### config.mk
export PLATFORM = sky130hd
export DESIGN_NAME = stepper_half_step_sequencer_core
export DESIGN_NICKNAME = d
export VERILOG_FILES = /design/src/sv/shss_pkg.sv /design/src/sv/stepper_half_step_sequencer_core.sv
export SDC_FILE = /design/constraint.sdc
export NUM_CORES = 1
export LEC_CHECK = 0
export ABC_AREA = 1
export BUFFER_PORTS_ARGS = -buffer_cell sky130_fd_sc_hd__buf_2
export CAP_MARGIN = 10
export CORE_ASPECT_RATIO = 1.75
export CORE_UTILIZATION = 60
export DETAILED_ROUTE_END_ITERATION = 10
export PLACE_DENSITY = 0.81
export RECOVER_POWER = 25
export SLEW_MARGIN = 5
export SYNTH_ARGS = -nofsm -noshare
export SYNTH_HDL_FRONTEND = slang
export SYNTH_SLANG_ARGS = --single-unit
export TNS_END_PERCENT = 20
### constraint.sdc
create_clock -name i_clk -period 2.75 [get_ports i_clk]
set_input_delay 0.4125 -clock i_clk [delete_from_list [all_inputs] [get_ports i_clk]]
set_output_delay 0.4125 -clock i_clk [all_outputs]
set_load 0.01 [all_outputs]
### src/sv/shss_pkg.sv
`timescale 1ns / 1ps

package shss_pkg;

    localparam int COUNT_BITS_DEF = 16;
    localparam int SPEED_BITS_DEF = 16;
    localparam int SPEED_RESET    = 10000;
    localparam int OUT_BYTES_W    = 8;

    localparam logic ACT_TICK  = 1'b0;
    localparam logic ACT_START = 1'b1;

    localparam logic [2:0] LAST_PHASE     = 3'd7;
    localparam logic [2:0] REV_FIRST_IDX  = 3'd6;
    localparam logic [3:0] COILS_OFF      = 4'b0000;

    // coil0 in bit 0
    localparam logic [3:0] HALF_STEP [8] = '{
        4'h1, 4'h3, 4'h2, 4'h6, 4'h4, 4'hC, 4'h8, 4'h9
    };

    function automatic logic [3:0] phase_pattern(input logic [2:0] phase, input logic rev);
        logic [2:0] idx;
        idx = rev ? 3'(REV_FIRST_IDX - phase) : phase;
        return HALF_STEP[idx];
    endfunction

endpackage

### src/sv/stepper_half_step_sequencer_core.sv
`timescale 1ns / 1ps

// Four-coil half-step sequencer. Each request on the input stream is a tick (tuser 0)
// or a start command (tuser 1) with a signed cycle count in tdata; each request gives
// exactly one result with the coil drive, the busy flag and a rejected flag. A request is
// taken every clock unless the output stalls: the state update and the result are formed
// combinationally from the accepted request and written into the state and output registers,
// so a result appears in the cycle after its request. s_axis_tready is low only while the
// output register holds a result that the sink has not yet taken. The speed register is
// written through i_cfg_wr_en / i_cfg_wr_data; speed / 8, at least 1, is latched as the phase dwell at start.
module stepper_half_step_sequencer_core #(
    parameter int COUNT_BITS = shss_pkg::COUNT_BITS_DEF,
    parameter int SPEED_BITS = shss_pkg::SPEED_BITS_DEF
) (
    input  logic                                i_clk,
    input  logic                                i_rst_n,
    input  logic                                i_cfg_wr_en,
    input  logic [SPEED_BITS-1:0]               i_cfg_wr_data,
    input  logic                                s_axis_tvalid,
    output logic                                s_axis_tready,
    // step_count
    input  logic [((COUNT_BITS+7)/8)*8-1:0]     s_axis_tdata,
    // action
    input  logic                                s_axis_tuser,
    output logic                                m_axis_tvalid,
    input  logic                                m_axis_tready,
    // coils[3:0], busy_res, rejected, zero pad
    output logic [shss_pkg::OUT_BYTES_W-1:0]    m_axis_tdata
);

    localparam int DW = SPEED_BITS - 3;

    logic [SPEED_BITS-1:0] r_speed;
    logic [COUNT_BITS-1:0] r_rem, n_rem;
    logic                  r_rev, n_rev;
    logic [2:0]            r_phase, n_phase;
    logic [DW-1:0]         r_dwell_left, n_dwell_left;
    logic [DW-1:0]         r_dwell_len, n_dwell_len;
    logic                  r_running, n_running;
    logic                  r_off_tail, n_off_tail;
    logic [3:0]            r_coils, n_coils;
    logic                  n_rej;
    logic                  r_m_valid;
    logic [shss_pkg::OUT_BYTES_W-1:0] r_m_data;

    logic                  w_accept;
    logic [COUNT_BITS-1:0] w_count;
    logic                  w_neg;
    logic [COUNT_BITS-1:0] w_mag;
    logic [DW-1:0]         w_dwell;

    assign s_axis_tready = !r_m_valid || m_axis_tready;
    assign w_accept      = s_axis_tvalid && s_axis_tready;
    assign m_axis_tvalid = r_m_valid;
    assign m_axis_tdata  = r_m_data;

    assign w_count = s_axis_tdata[COUNT_BITS-1:0];
    assign w_neg   = w_count[COUNT_BITS-1];
    // most negative count maps onto itself, which is the right magnitude
    assign w_mag   = w_neg ? (~w_count + 1'b1) : w_count;
    assign w_dwell = (r_speed[SPEED_BITS-1:3] == '0) ? DW'(1) : r_speed[SPEED_BITS-1:3];

    always_comb begin
        n_rem        = r_rem;
        n_rev        = r_rev;
        n_phase      = r_phase;
        n_dwell_left = r_dwell_left;
        n_dwell_len  = r_dwell_len;
        n_running    = r_running;
        n_off_tail   = r_off_tail;
        n_coils      = r_coils;
        n_rej        = 1'b0;
        if (w_accept) begin
            if (s_axis_tuser == shss_pkg::ACT_TICK) begin
                if (r_running) begin
                    if (r_dwell_left > DW'(1)) begin
                        n_dwell_left = r_dwell_left - 1'b1;
                    end else if (r_off_tail) begin
                        n_running    = 1'b0;
                        n_off_tail   = 1'b0;
                        n_dwell_left = '0;
                        n_coils      = shss_pkg::COILS_OFF;
                    end else if (r_phase != shss_pkg::LAST_PHASE) begin
                        n_phase      = r_phase + 1'b1;
                        n_coils      = shss_pkg::phase_pattern(r_phase + 1'b1, r_rev);
                        n_dwell_left = r_dwell_len;
                    end else if (r_rem != '0) begin
                        n_rem        = r_rem - 1'b1;
                        n_phase      = '0;
                        n_coils      = shss_pkg::phase_pattern(3'd0, r_rev);
                        n_dwell_left = r_dwell_len;
                    end else begin
                        n_off_tail   = 1'b1;
                        n_coils      = shss_pkg::COILS_OFF;
                        n_dwell_left = r_dwell_len;
                    end
                end
            end else if (r_running) begin
                n_rej = 1'b1;
            end else begin
                n_dwell_len  = w_dwell;
                n_dwell_left = w_dwell;
                n_running    = 1'b1;
                n_phase      = '0;
                n_rev        = w_neg;
                if (w_mag == '0) begin
                    n_off_tail = 1'b1;
                    n_rem      = '0;
                    n_coils    = shss_pkg::COILS_OFF;
                end else begin
                    n_off_tail = 1'b0;
                    n_rem      = w_mag - 1'b1;
                    n_coils    = shss_pkg::phase_pattern(3'd0, w_neg);
                end
            end
        end
    end

    always_ff @(posedge i_clk) begin
        if (!i_rst_n) begin
            r_speed      <= SPEED_BITS'(shss_pkg::SPEED_RESET);
            r_rem        <= '0;
            r_rev        <= 1'b0;
            r_phase      <= '0;
            r_dwell_left <= '0;
            r_dwell_len  <= '0;
            r_running    <= 1'b0;
            r_off_tail   <= 1'b0;
            r_coils      <= shss_pkg::COILS_OFF;
            r_m_valid    <= 1'b0;
        end else begin
            if (i_cfg_wr_en) begin
                r_speed <= i_cfg_wr_data;
            end
            r_rem        <= n_rem;
            r_rev        <= n_rev;
            r_phase      <= n_phase;
            r_dwell_left <= n_dwell_left;
            r_dwell_len  <= n_dwell_len;
            r_running    <= n_running;
            r_off_tail   <= n_off_tail;
            r_coils      <= n_coils;
            if (w_accept) begin
                r_m_valid <= 1'b1;
            end else if (m_axis_tready) begin
                r_m_valid <= 1'b0;
            end
        end
    end

    always_ff @(posedge i_clk) begin
        if (w_accept) begin
            r_m_data <= {(shss_pkg::OUT_BYTES_W-6)'(0), n_rej, n_running, n_coils};
        end
    end

endmodule

# After elaboration in Yosys (flattened, before gate mapping)
# Memories as Yosys holds them, arrays and structs flattened.
# Index checks and enable logic that the tools add are counted.
[classes]
n_addsub = 6
n_lt_le_gt_ge = 4
eq_ne = 5
n_mux = 56
n_bitwise = 5
reduce_logical = 15
[ops]
columns = ["operator", "count"]
rows = [
  ["$mux 16", 9],
  ["$mux 13", 6],
  ["$mux 4", 15],
  ["$sub 16x1->16 const B", 2],
  ["$mux 3", 10],
  ["$add 16x1->16 const B", 1],
  ["$logic_not 16->1", 1],
  ["$mux 1", 16],
  ["$not 16->16", 1],
  ["$reduce_bool 16->1", 1],
  ["$gt 13x1->1 const B", 1],
  ["$logic_not 13->1", 1],
  ["$sub 13x1->13 const B", 1],
  ["$ge 4x4->1 const B", 3],
  ["$not 3->4", 3],
  ["$ne 2x2->1 const B", 4],
  ["$reduce_and 7->1", 1],
  ["$reduce_and 3->1", 2],
  ["$reduce_and 6->1", 1],
  ["$reduce_bool 2->1", 3],
  ["$reduce_and 4->1", 1],
  ["$add 3x1->3 const B", 1],
  ["$ne 3x3->1 const B", 1],
  ["$reduce_bool 3->1", 1],
  ["5 further kinds", 5],
]
[totals]
regBits = 75
mem_bits_ro = 96
input_bits = 38
output_inout_bits = 10
elab_cells = 106
n_memories = 3
[mem_list]
columns = ["memory", "words", "word_bits", "rd", "rd_clocked_by_memory_dff", "write_ports", "line", "rtl"]
rows = [
  ["(no name shown)", 8, 4, 1, 0, 0, "shss_pkg.sv:25", "return HALF_STEP[idx];"],
  ["(no name shown)", 8, 4, 1, 0, 0, "shss_pkg.sv:25", ""],
  ["(no name shown)", 8, 4, 1, 0, 0, "shss_pkg.sv:25", ""],
]

# Depth between registers and ports, before layout
# Gate-level depths: netlist of the first run.
[logic_depth]
word_depth = 13
ltp_mapped = 18

# Worst setup path before layout of the first run
# Ideal clock, no wire load.
[synth_timing]
path_kind = "input to register"
from = "input s_axis_tdata[0]"
to = "register r_rem[12]"
setup_ns = 0.122
arrival_ns = 1.968
required_ns = 2.628
setup_slack_ns = 0.660
cell_stages = 16
path_cell_list = "inv_2 > ha_1 > nand2_4 > nand2_2 > inv_1 > ha_1 > nand2_1 > nor2_2 > nand2_1 > nor2_1 > nand2_1 > nor2_4 > nor2_4 > buf_6 > nand2_1 > a21oi_2"
[synth_via]
elab_chain_len = 7
word_cells_on_any_way = 8
classes_between = "2 x add/sub; 4 x mux; 1 x bitwise; 1 x reduce/logical"
[synth_lines]
columns = ["item", "line", "rtl"]
rows = [
  ["start, declared", "stepper_half_step_sequencer_core.sv:22", "input logic [((COUNT_BITS+7)/8)*8-1:0] s_axis_tdata,"],
  ["$not 16->16", "stepper_half_step_sequencer_core.sv:60", "assign w_mag = w_neg ? (~w_count + 1'b1) : w_count;"],
  ["$add 16x1->16", "stepper_half_step_sequencer_core.sv:60", ""],
  ["$mux 16 (*)", "stepper_half_step_sequencer_core.sv:60", ""],
  ["$sub 16x1->16 / $logic_not 16->1 (equally long branches)", "stepper_half_step_sequencer_core.sv:112, stepper_half_step_sequencer_core.sv:106", ""],
  ["$mux 16 (*)", "stepper_half_step_sequencer_core.sv:106", "if (w_mag == '0) begin"],
  ["$mux 16 (*)", "stepper_half_step_sequencer_core.sv:98", "end else if (r_running) begin"],
  ["$mux 16 (*)", "stepper_half_step_sequencer_core.sv:74", "if (s_axis_tuser == shss_pkg::ACT_TICK) begin"],
  ["end signal, assigned", "stepper_half_step_sequencer_core.sv:135", "r_rem <= n_rem;"],
  ["end, declared", "stepper_half_step_sequencer_core.sv:34", "logic [COUNT_BITS-1:0] r_rem, n_rem;"],
]
# Mark *: on every way between the ends. The rest lies on a longest branch, timed or not. The select of a mux whose other input is x is not followed.
# A chain may end at the register's enable or synchronous reset.

# Final worst setup path of the first run
[layout_timing]
from = "register r_dwell_left[9]"
to = "register r_m_data, in the netlist m_axis_tdata[0] (data pin)"
[layout_via]
elab_chain_len = 5
[layout_lines]
columns = ["item", "line", "rtl"]
rows = [
  ["start, declared", "stepper_half_step_sequencer_core.sv:37", "logic [DW-1:0] r_dwell_left, n_dwell_left;"],
  ["start signal, assigned", "stepper_half_step_sequencer_core.sv:138", "r_dwell_left <= n_dwell_left;"],
  ["$gt 13x1->1", "stepper_half_step_sequencer_core.sv:76", "if (r_dwell_left > DW'(1)) begin"],
  ["$mux 4", "stepper_half_step_sequencer_core.sv:76", ""],
  ["$mux 4", "stepper_half_step_sequencer_core.sv:75", "if (r_running) begin"],
  ["$mux 4", "stepper_half_step_sequencer_core.sv:74", ""],
  ["$mux 4", "stepper_half_step_sequencer_core.sv:73", "if (w_accept) begin"],
  ["named net n_coils[0]", "stepper_half_step_sequencer_core.sv:41", "logic [3:0] r_coils, n_coils;"],
  ["end signal, assigned", "stepper_half_step_sequencer_core.sv:153", "r_m_data <= {(shss_pkg::OUT_BYTES_W-6)'(0), n_rej, n_running, n_coils};"],
  ["end, declared", "stepper_half_step_sequencer_core.sv:44", "logic [shss_pkg::OUT_BYTES_W-1:0] r_m_data;"],
]
# The timed path passes the listed nets, and every way through them passes these cells.

==> results.yml, run 1 <==
status:
  status: "complete, no violations"
worst_setup_path:
  cpMostUsedCell: "nand2_1"
  crit_required_ns: 2.82
  r2r-start: "r_dwell_left[9]"
  worstReg2RegEnd: "m_axis_tdata[0]"
  crit_path_end_kind: "register"
  arrival_ns: 2.30
  crit_type: "reg -> reg"
  critPathBufInv: 1
  crit_fanout: 15
  setup.worst_path.start_class: "register"
  crit_path_top_delay_cell: "dfxtp_1"
  rrSetupSlack_ns: 0.52
  critPathMaxStageDelay_ns: 0.36
  critPathTopFamily: "simple AND/OR/NAND/NOR gates"
  worstPathCellList: "or2_0 > nor3_1 > nand2_1 > nand2_1 > inv_2 > nor2_4 > o21ai_0 > o211ai_1 > nand3_1"
  reg2reg_depth: 9
place:
  place_inst: 870
  dp_hpwl_microns: 9026
  place_congestion: 0.9407
  place_ws_ns: 0.2647
  portBuffers: 42
drt:
  via_count: 5034
  drt_iter0_drc: 368
  first_pass_iters: 5
  route.top_layer_used: "met4"
  post_drt_wl_per_cell_microns: 13.61
  drt_wl_total_microns: 12060
  wl_met3_microns: 409
  drtAntennaViolNets: 0
  met1_length_microns: 4448
  via_per_inst: 5.682
  drc: 0
  wl_met2_microns: 6571
worst_hold_path:
  hold_class: "in -> reg"
  worstHoldStart: "i_cfg_wr_data[9]"
  hold_end: "r_speed[9]"
  hold-path-cell-count: 3
cts:
  cts_hold_buf: 0
  cts_tree: "done"
  cts_sinks: 72
  cts_resized: 0
  cts.reportedPaths.clkPinSlew_ns: 0.06
  h-tree-depth: 3
  worstSkewPairLatency_ns: 0.34
  cts_buffers: 9
  cts_root_buf: "clkbuf_16"
  cts_buffer_depth: 2
  post_cts_buffers: 0
synthesis:
  yosys_most_used_dff: "dfxtp_1"
  ys_types: 37
  yosysSeqAreaShare_pct: 30.71
  avgSynthCellArea_sq_um: 6.434
  synthArstFlopShare_pct: 0
  synth_area_sq_um: 4890
  yosysTopAreaCellShare_pct: 27.02
  yosysTopAreaCell: "dfxtp_1"
  yosys-top-cells-area: "dfxtp_1 (27%), nand2_1 (12%), a21oi_1 (8.8%)"
  postSynthCellCount: 760
  synth_edf_count: 6
  yosysWarnings: 0
  ys_ff_latch: 72
global_route:
  antenna_found_initial: 0
  track_usage_pct: 29.81
  grt_overflow: 0
  grt_pass1_vias: 4878
  grt_pass1_wl_microns: 20420
  grt_max_degree: 44
timing:
  whs_ns: 0.2912
  worst_slack_ns: 0.5188
  finalHoldViolations: 0
  rsz0062_at_grt: "no"
  relSlewSlack_pct: 45.29
  drv_slew: 0
  finalSetupViolCount: 0
  clock_skew_ns: 0.006581
  worst_pin_slew_ns: 0.8197
  timing.final.crit_share_pct: 81.13
  max_freq_ghz: 0.4482
  period_needed_ns: 2.231
  fin_setup_tns_ns: 0
cells_and_area:
  layout_common_cells: "nand2_1 (153), inv_1 (88), a21oi_1 (86)"
  stdcell_count: 886
  antenna-diode-count: 0
  drive_gt1_share_pct: 13.44
  area_delta_synth_final_pct: 10.34
  finalCoreUtilization_pct: 68.22
  nNetsFinal: 841
  final_common_cell: "nand2_1"
job:
  drv_cap: 0
pwr:
  pwr-share-seq_pct: 37.2
  clockPowerShare_pct: 36.3
  leakagePower_nw: 2.536
  powerDensity_nw_per_um2: 595.5
  p_sw_share_pct: 32.53
  internal_power_w: 0.002168
  power_frac_comb_pct: 26.5
  ir_drop_v: 0.0003519
  p_sw_w: 0.001045
floorplan:
  die_w_microns: 70.24
  io_pins: 48
  initial_core_util_pct: 61.83
  core-area_sq_um: 7909
  dieArea_sq_um: 8529
  die_h_microns: 121.4
  num_rows: 43
[cells by family after synthesis]
family | count (synthesis) | share of synthesized area (%)
AO/OA/AOI/OAI | 190 | 20.73
XOR/XNOR | 12 | 2.149
adder cells (fa/ha/maj) | 12 | 3.071
buffers and inverters | 121 | 10.26
flip-flops | 72 | 30.71
other | 1 | 0.07669
AND/OR/NAND/NOR | 352 | 33.01
[worst max path at each step]
stage | from | to | slack (ns) | cells after the start
after floorplan | s_axis_tdata[0] | r_rem[12] | 0.66 | 16
after global placement | s_axis_tdata[0] | m_axis_tdata[3] | 0.32 | 16
after detailed placement | s_axis_tdata[0] | m_axis_tdata[0] | 0.26 | 16
after CTS | r_dwell_left[9] | m_axis_tdata[0] | 0.54 | 9
after global routing | r_dwell_left[9] | m_axis_tdata[0] | 0.30 | 9
final | r_dwell_left[9] | m_axis_tdata[0] | 0.52 | 9
[registers in the layout (all words and copies together), names as in the netlist]
name / count
r_speed: 13
m_axis_tvalid: 1
r_phase: 3
r_off_tail: 1
r_running: 1
r_dwell_left: 13
m_axis_tdata: 6
r_coils: 4
r_rem: 16
r_dwell_len: 13
r_rev: 1
[final cells by class]
class                           instances  area [sq um]
Sequential cell                        72          1501
Clock inverter                          3         40.04
Fill cell                             709          2514
Tap cell                               90         112.6
Timing Repair Buffer                   47         246.5
Multi-Input combinational cell        568          2885
Inverter                               93         349.1
Clock buffer                           13         260.3
[Yosys cell counts, types with 11 or more instances]
cell type / number
nand2_1: 151
inv_1: 88
a21oi_1: 86
nor2_1: 83
o21ai_0: 77
dfxtp_1: 66
nand3_1: 55
clkbuf_1: 18
nand2_2: 14
ha_1: 12
o211ai_1: 11
[per-stage QoR]
step                power (W)  cell area, sq um
global route         0.003383              5395
detailed placement   0.002054              5101
global placement     0.002027              5101
finish               0.003213              5395
CTS                  0.003216              5401
floorplan            0.001864              4893
[power by group through the flow]
| stage | Clock [W] | Sequential [W] | Combinational [W] |
|---|---|---|---|
| after global routing | 0.00121 | 0.00121 | 0.000964 |
| after global placement | 0 | 0.00121 | 0.000815 |
| after floorplan | 0 | 0.00121 | 0.000658 |
| after detailed placement | 0 | 0.00122 | 0.000838 |
| after CTS | 0.00118 | 0.00119 | 0.000845 |
| final | 0.00117 | 0.00120 | 0.000850 |
[worst reg2reg max path: stages (launching register included)]
cell	delay [ns]
dfxtp_1	0.36
or2_0	0.24
nor3_1	0.14
nand2_1	0.07
nand2_1	0.33
inv_2	0.24
nor2_4	0.22
o21ai_0	0.14
o211ai_1	0.10
nand3_1	0.12
[routing by layer]
layer	vias up	global-route usage [%]
met5	-	0
met4	0	21.13
met3	46	3.904
met2	143	57.44
met1	2284	27.86
li1	2561	-
Note: power is estimated with default switching activity, not from simulation.
==> inputs of run 2 (changes only) <==
- clock period: 2.75 -> 2.2 ns (I/O delays scaled with it)
==> run 2 against run 1 <==
Flip-flop and latch count unchanged. Sequential power increased by 24%. Register-to-register slack got worse by 0.39 ns. Die area unchanged. Via count increased by 0.95%. Combinational power increased by 33%. Largest power group unchanged.
==> results.yml, run 2 (synthesized netlist as in run 1, its figures left out) <==
cts:
  cts_sinks: 72
  cts_tree: "done"
  worstSkewPairLatency_ns: 0.34
  cts_buffer_depth: 2
  cts_buffers: 9
  cts.reportedPaths.clkPinSlew_ns: 0.06
  cts_root_buf: "clkbuf_16"
  h-tree-depth: 3
cells_and_area:
  seq_area_sq_um: 1501
  largest_reg_flops: 16
  regMostFlops: "r_rem"
  n_fill_cell: 696
  finish.instance_area_sq_um: 5584
  multiInputGateArea_sq_um: 2900
  final_common_cell: "nand2_1"
  area_delta_synth_final_pct: 14.20
  layout_common_cells: "nand2_1 (150), inv_1 (88), a21oi_1 (86)"
  nNetsFinal: 866
  antenna-diode-count: 0
  finalCoreUtilization_pct: 70.61
  drive_gt1_share_pct: 15.71
drt:
  drc: 0
  drt_wl_total_microns: 12030
  via_count: 5082
  via_per_inst: 5.578
  drtAntennaViolNets: 0
  post_drt_wl_per_cell_microns: 13.21
  drt_iter0_drc: 342
  first_pass_iters: 5
worst_setup_path:
  worstPathCellList: "inv_1 > ha_1 > nand3_1 > nor2_1 > nand2_1 > nand2_1 > buf_4 > inv_2 > nand2_1 > nand3_1 > inv_1 > o21ai_0 > nor2_1"
  arrival_ns: 2.30
  critPathMaxStageDelay_ns: 0.33
  setup.worst_path.start_class: "register"
  cpMostUsedCell: "nand2_1"
  rrSetupSlack_ns: 0.13
  crit_type: "reg -> reg"
  crit_path_end_kind: "register"
  crit_required_ns: 2.43
  reg2reg_depth: 13
  critPathLaunch: "r_dwell_left[1]"
  critPathBufInv: 4
  crit_fanout: 15
  crit_path_top_delay_cell: "dfxtp_1"
  r2r-start: "r_dwell_left[1]"
  worstReg2RegEnd: "r_phase[0]"
  critPathTopFamily: "simple AND/OR/NAND/NOR gates"
worst_hold_path:
  hold_class: "in -> reg"
  hold-path-cell-count: 3
  hold_end: "r_speed[8]"
  worstHoldStart: "i_cfg_wr_data[8]"
floorplan:
  die_w_microns: 70.24
  num_rows: 43
  io_pins: 48
  core-area_sq_um: 7909
  initial_core_util_pct: 61.83
  die_h_microns: 121.4
  dieArea_sq_um: 8529
timing:
  timing.final.crit_share_pct: 94.04
  relSlewSlack_pct: 56.41
  worst_pin_slew_ns: 0.6453
  period_needed_ns: 2.069
  max_freq_ghz: 0.4833
  rsz0062_at_grt: "yes"
  finalHoldViolations: 0
  clock_skew_ns: 0.005563
  drv_slew: 0
  finalSetupViolCount: 0
place:
  postPlaceCellArea_sq_um: 5266
  place_congestion: 0.8780
  portBuffers: 42
  dp_hpwl_microns: 9037
global_route:
  grt_overflow: 0
  track_usage_pct: 29.85
  grt_pass1_wl_microns: 20730
  antenna_found_initial: 0
  grt_max_degree: 44
  grt_pass1_vias: 4903
pwr:
  powerDensity_nw_per_um2: 726.2
  leakagePower_nw: 2.625
  ir_drop_v: 0.0004505
job:
  drv_cap: 0
status:
  status: "complete, no violations"
## run 2: changes by cell type in the layout (fill, tap and decap cells not counted), sizes merged
cell and change:
bufinv -1, clkinvlp +2, buf +16, clkbuf +8
## run 2: final cells by class
cell class | count | area share (%)
multi-input combinational | 568 | 51.94
sequential | 72 | 26.89
timing repair buffer | 72 | 7.439
inverter | 93 | 6.296
clock buffer | 12 | 4.974
tap | 90 | 2.017
clock inverter | 4 | 0.4481
## run 2: repair_timing
| item | 4_1_cts | 5_1_grt |
|---|---|---|
| cloned | 0 | 0 |
| setup endpoints to repair | 16 | 20 |
| buffers inserted | 0 | 3 |
| gates resized for setup | 1 | 4 |
| pin swaps | 0 | 1 |
| hold buffers | 0 | 0 |
## run 2: how the worst max path moves through the flow
stage                            to  slack [ns]  depth (start not counted)
finish                   r_phase[0]        0.13                         13
global placement    m_axis_tdata[3]       -0.08                         16
floorplan                 r_rem[12]        0.19                         16
CTS                        r_rem[0]        0.10                         12
global route        m_axis_tdata[0]       -0.01                         10
detailed placement         r_rem[0]       -0.14                         10
## run 2: per-stage QoR
stage	setup TNS (ns)	std cells	setup WS (ns)	hold slack (ns)	total power, W
after global placement	-0.6497	892	-0.08038	0.4613	0.002594
after detailed placement	-2.000	892	-0.1415	0.4765	0.002628
after global routing	-0.02689	911	-0.01472	0.2260	0.004287
after CTS	0	908	0.1013	0.2119	0.004051
after floorplan	0	761	0.1926	0.4453	0.002330
final	0	911	0.1310	0.2132	0.004055
## run 2: worst register-to-register path, stage by stage (launching register included)
cell and delay [ns]:
dfxtp_1 0.33, inv_1 0.08, ha_1 0.19, nand3_1 0.08
nor2_1 0.05, nand2_1 0.06, nand2_1 0.11, buf_4 0.17
inv_2 0.23, nand2_1 0.17, nand3_1 0.20, inv_1 0.10
o21ai_0 0.16, nor2_1 0.05
## run 2: power by group
part | switching (W) | internal [W]
logic | 0.000727 | 0.000404
registers | 0.0000707 | 0.00142
clock network | 0.000544 | 0.000888
## run 2: routing by layer
metal | vias to the layer above | global-route usage (%) | share of wire, %
li1 | 2604 | - | -
met1 | 2309 | 30.29 | 38
met2 | 134 | 58.21 | 55
met3 | 35 | 2.990 | 3.2
met4 | 0 | 15.38 | 3.8
met5 | - | 0 | 0
==> inputs of run 3 (changes only) <==
--- a/config.mk
+++ b/config.mk
@@ -13,5 +13,4 @@
 export DETAILED_ROUTE_END_ITERATION = 10
 export PLACE_DENSITY = 0.81
-export RECOVER_POWER = 25
 export SLEW_MARGIN = 5
 export SYNTH_ARGS = -nofsm -noshare
==> constraint.sdc (replaced) <==
create_clock -name i_clk -period 2.2 [get_ports i_clk]
set_input_delay 0.22 -clock i_clk [delete_from_list [all_inputs] [get_ports i_clk]]
set_output_delay 0.22 -clock i_clk [all_outputs]
set_load 0.01 [all_outputs]
==> run 3 against run 2 <==
Clock skew fell by 0.0013 ns. Fmax barely moved. Die area did not move. Worst setup slack improved by 0.0010 ns. Clock power rose by 20%. Hold slack got worse by 0.12 ns. Via count rose by 1.0%. Critical path type unchanged.
==> results.yml, run 3 (synthesized netlist as in run 1, its figures left out) <==
floorplan:
  die_w_microns: 70.24
  initial_core_util_pct: 61.83
  die_h_microns: 121.4
  io_pins: 48
  core-area_sq_um: 7909
  dieArea_sq_um: 8529
  num_rows: 43
cts:
  cts.reportedPaths.clkPinSlew_ns: 0.06
  worstSkewPairLatency_ns: 0.34
  cts_sinks: 72
  cts_root_buf: "clkbuf_16"
  cts_buffer_depth: 2
  h-tree-depth: 3
  cts_buffers: 9
  cts_tree: "done"
drt:
  via_count: 5133
  first_pass_iters: 5
  drtAntennaViolNets: 0
  drc: 0
  post_drt_wl_per_cell_microns: 13.68
  via_per_inst: 5.653
  drt_wl_total_microns: 12420
  drt_iter0_drc: 317
timing:
  max_freq_ghz: 0.4836
  finalSetupViolCount: 0
  finalHoldViolations: 0
  period_needed_ns: 2.068
  worst_pin_slew_ns: 0.8549
  rsz0062_at_grt: "yes"
  relSlewSlack_pct: 42.95
  clock_skew_ns: 0.004218
  fin_setup_tns_ns: 0
  drv_slew: 0
  timing.final.crit_share_pct: 94.00
worst_setup_path:
  crit_required_ns: 2.48
  rrSetupSlack_ns: 0.13
  crit_type: "reg -> reg"
  crit_path_end_kind: "register"
  arrival_ns: 2.34
  setup.worst_path.start_class: "register"
  crit_fanout: 16
cells_and_area:
  area_delta_synth_final_pct: 15.30
  drive_gt1_share_pct: 16.87
  antenna-diode-count: 0
  finish.instance_area_sq_um: 5638
  nNetsFinal: 863
  final_common_cell: "nand2_1"
  finalCoreUtilization_pct: 71.29
  largest_reg_flops: 16
  regMostFlops: "r_rem"
  layout_common_cells: "nand2_1 (151), inv_1 (88), a21oi_1 (86)"
place:
  place_congestion: 0.8796
  portBuffers: 42
  postPlaceCellArea_sq_um: 5229
  dp_hpwl_microns: 9151
pwr:
  ir_drop_v: 0.0005032
  leakagePower_nw: 2.671
  powerDensity_nw_per_um2: 775.8
global_route:
  use_met2_pct: 60.54
  antenna_found_initial: 0
  grt_overflow: 0
  busiest_layer: "met2"
  grt_pass1_wl_microns: 21060
  track_usage_pct: 30.87
  use_met3_pct: 5.980
  grt_util_met1_pct: 28.24
  grt_max_degree: 44
  grt_pass1_vias: 5092
job:
  drv_cap: 0
status:
  status: "complete, no violations"
worst_hold_path:
  hold_class: "in -> reg"
==> run 3: critical path: stages (launching register included) <==
cell and delay (ns):
dfxtp_1 0.31, inv_1 0.09, ha_1 0.19, nand2_1 0.11, inv_2 0.07, nand2_1 0.13, nor2_2 0.16, nand4_1 0.17
o21ai_2 0.20, nor2_4 0.09, inv_2 0.24, nor2_1 0.11, a21oi_2 0.13
==> run 3: path summary, 6_finish.rpt <==
| kind | start | end | cells past startpoint |
|---|---|---|---|
| setup reg to reg | r_rem[0] | r_rem[15] | 12 |
| hold / removal | i_cfg_wr_data[8] | r_speed[8] | 3 |
| hold reg to reg | r_dwell_left[3] | r_dwell_left[3] | 2 |
| setup / recovery | r_rem[0] | r_rem[15] | 12 |
==> run 3: area by class of cell <==
type                    count  area [sq um]
repair buffers             69         412.9
inverters                  93         351.6
well taps                  90         112.6
clock inverters             5         102.6
flip-flops and latches     72          1503
fillers                   680          2271
multi-input cells         568          2903
clock buffers              11         252.7
==> run 3: timing repair <==
| item | in CTS | in global routing |
|---|---|---|
| buffers inserted | 0 | 5 |
| resized for setup | 1 | 7 |
| cloned | 0 | 0 |
| pin swaps | 0 | 3 |
| setup endpoints to repair | 16 | 24 |
| hold buffers | 0 | 0 |
==> run 3: metrics by stage <==
stage | power [W] | setup slack (ns) | cells | hold WS, ns
floorplan | 0.002330 | 0.3026 | 761 | 0.3464
finish | 0.004374 | 0.1320 | 908 | 0.09817
global placement | 0.002587 | -0.008761 | 887 | 0.4338
global route | 0.004597 | -0.07571 | 908 | 0.1125
CTS | 0.004332 | 0.09587 | 903 | 0.09298
detailed placement | 0.002619 | -0.1055 | 887 | 0.4444
==> run 3: routing by layer <==
metal / up-vias / routed length (microns)
met5: - / 0
met4: 0 / 517
met3: 36 / 459
met2: 159 / 6941
met1: 2335 / 4502
li1: 2603 / -
==> run 3: power by group <==
group / internal (W) / switching, W
clock: 0.00117 / 0.000551
combinational: 0.000420 / 0.000741
sequential: 0.00142 / 0.0000735
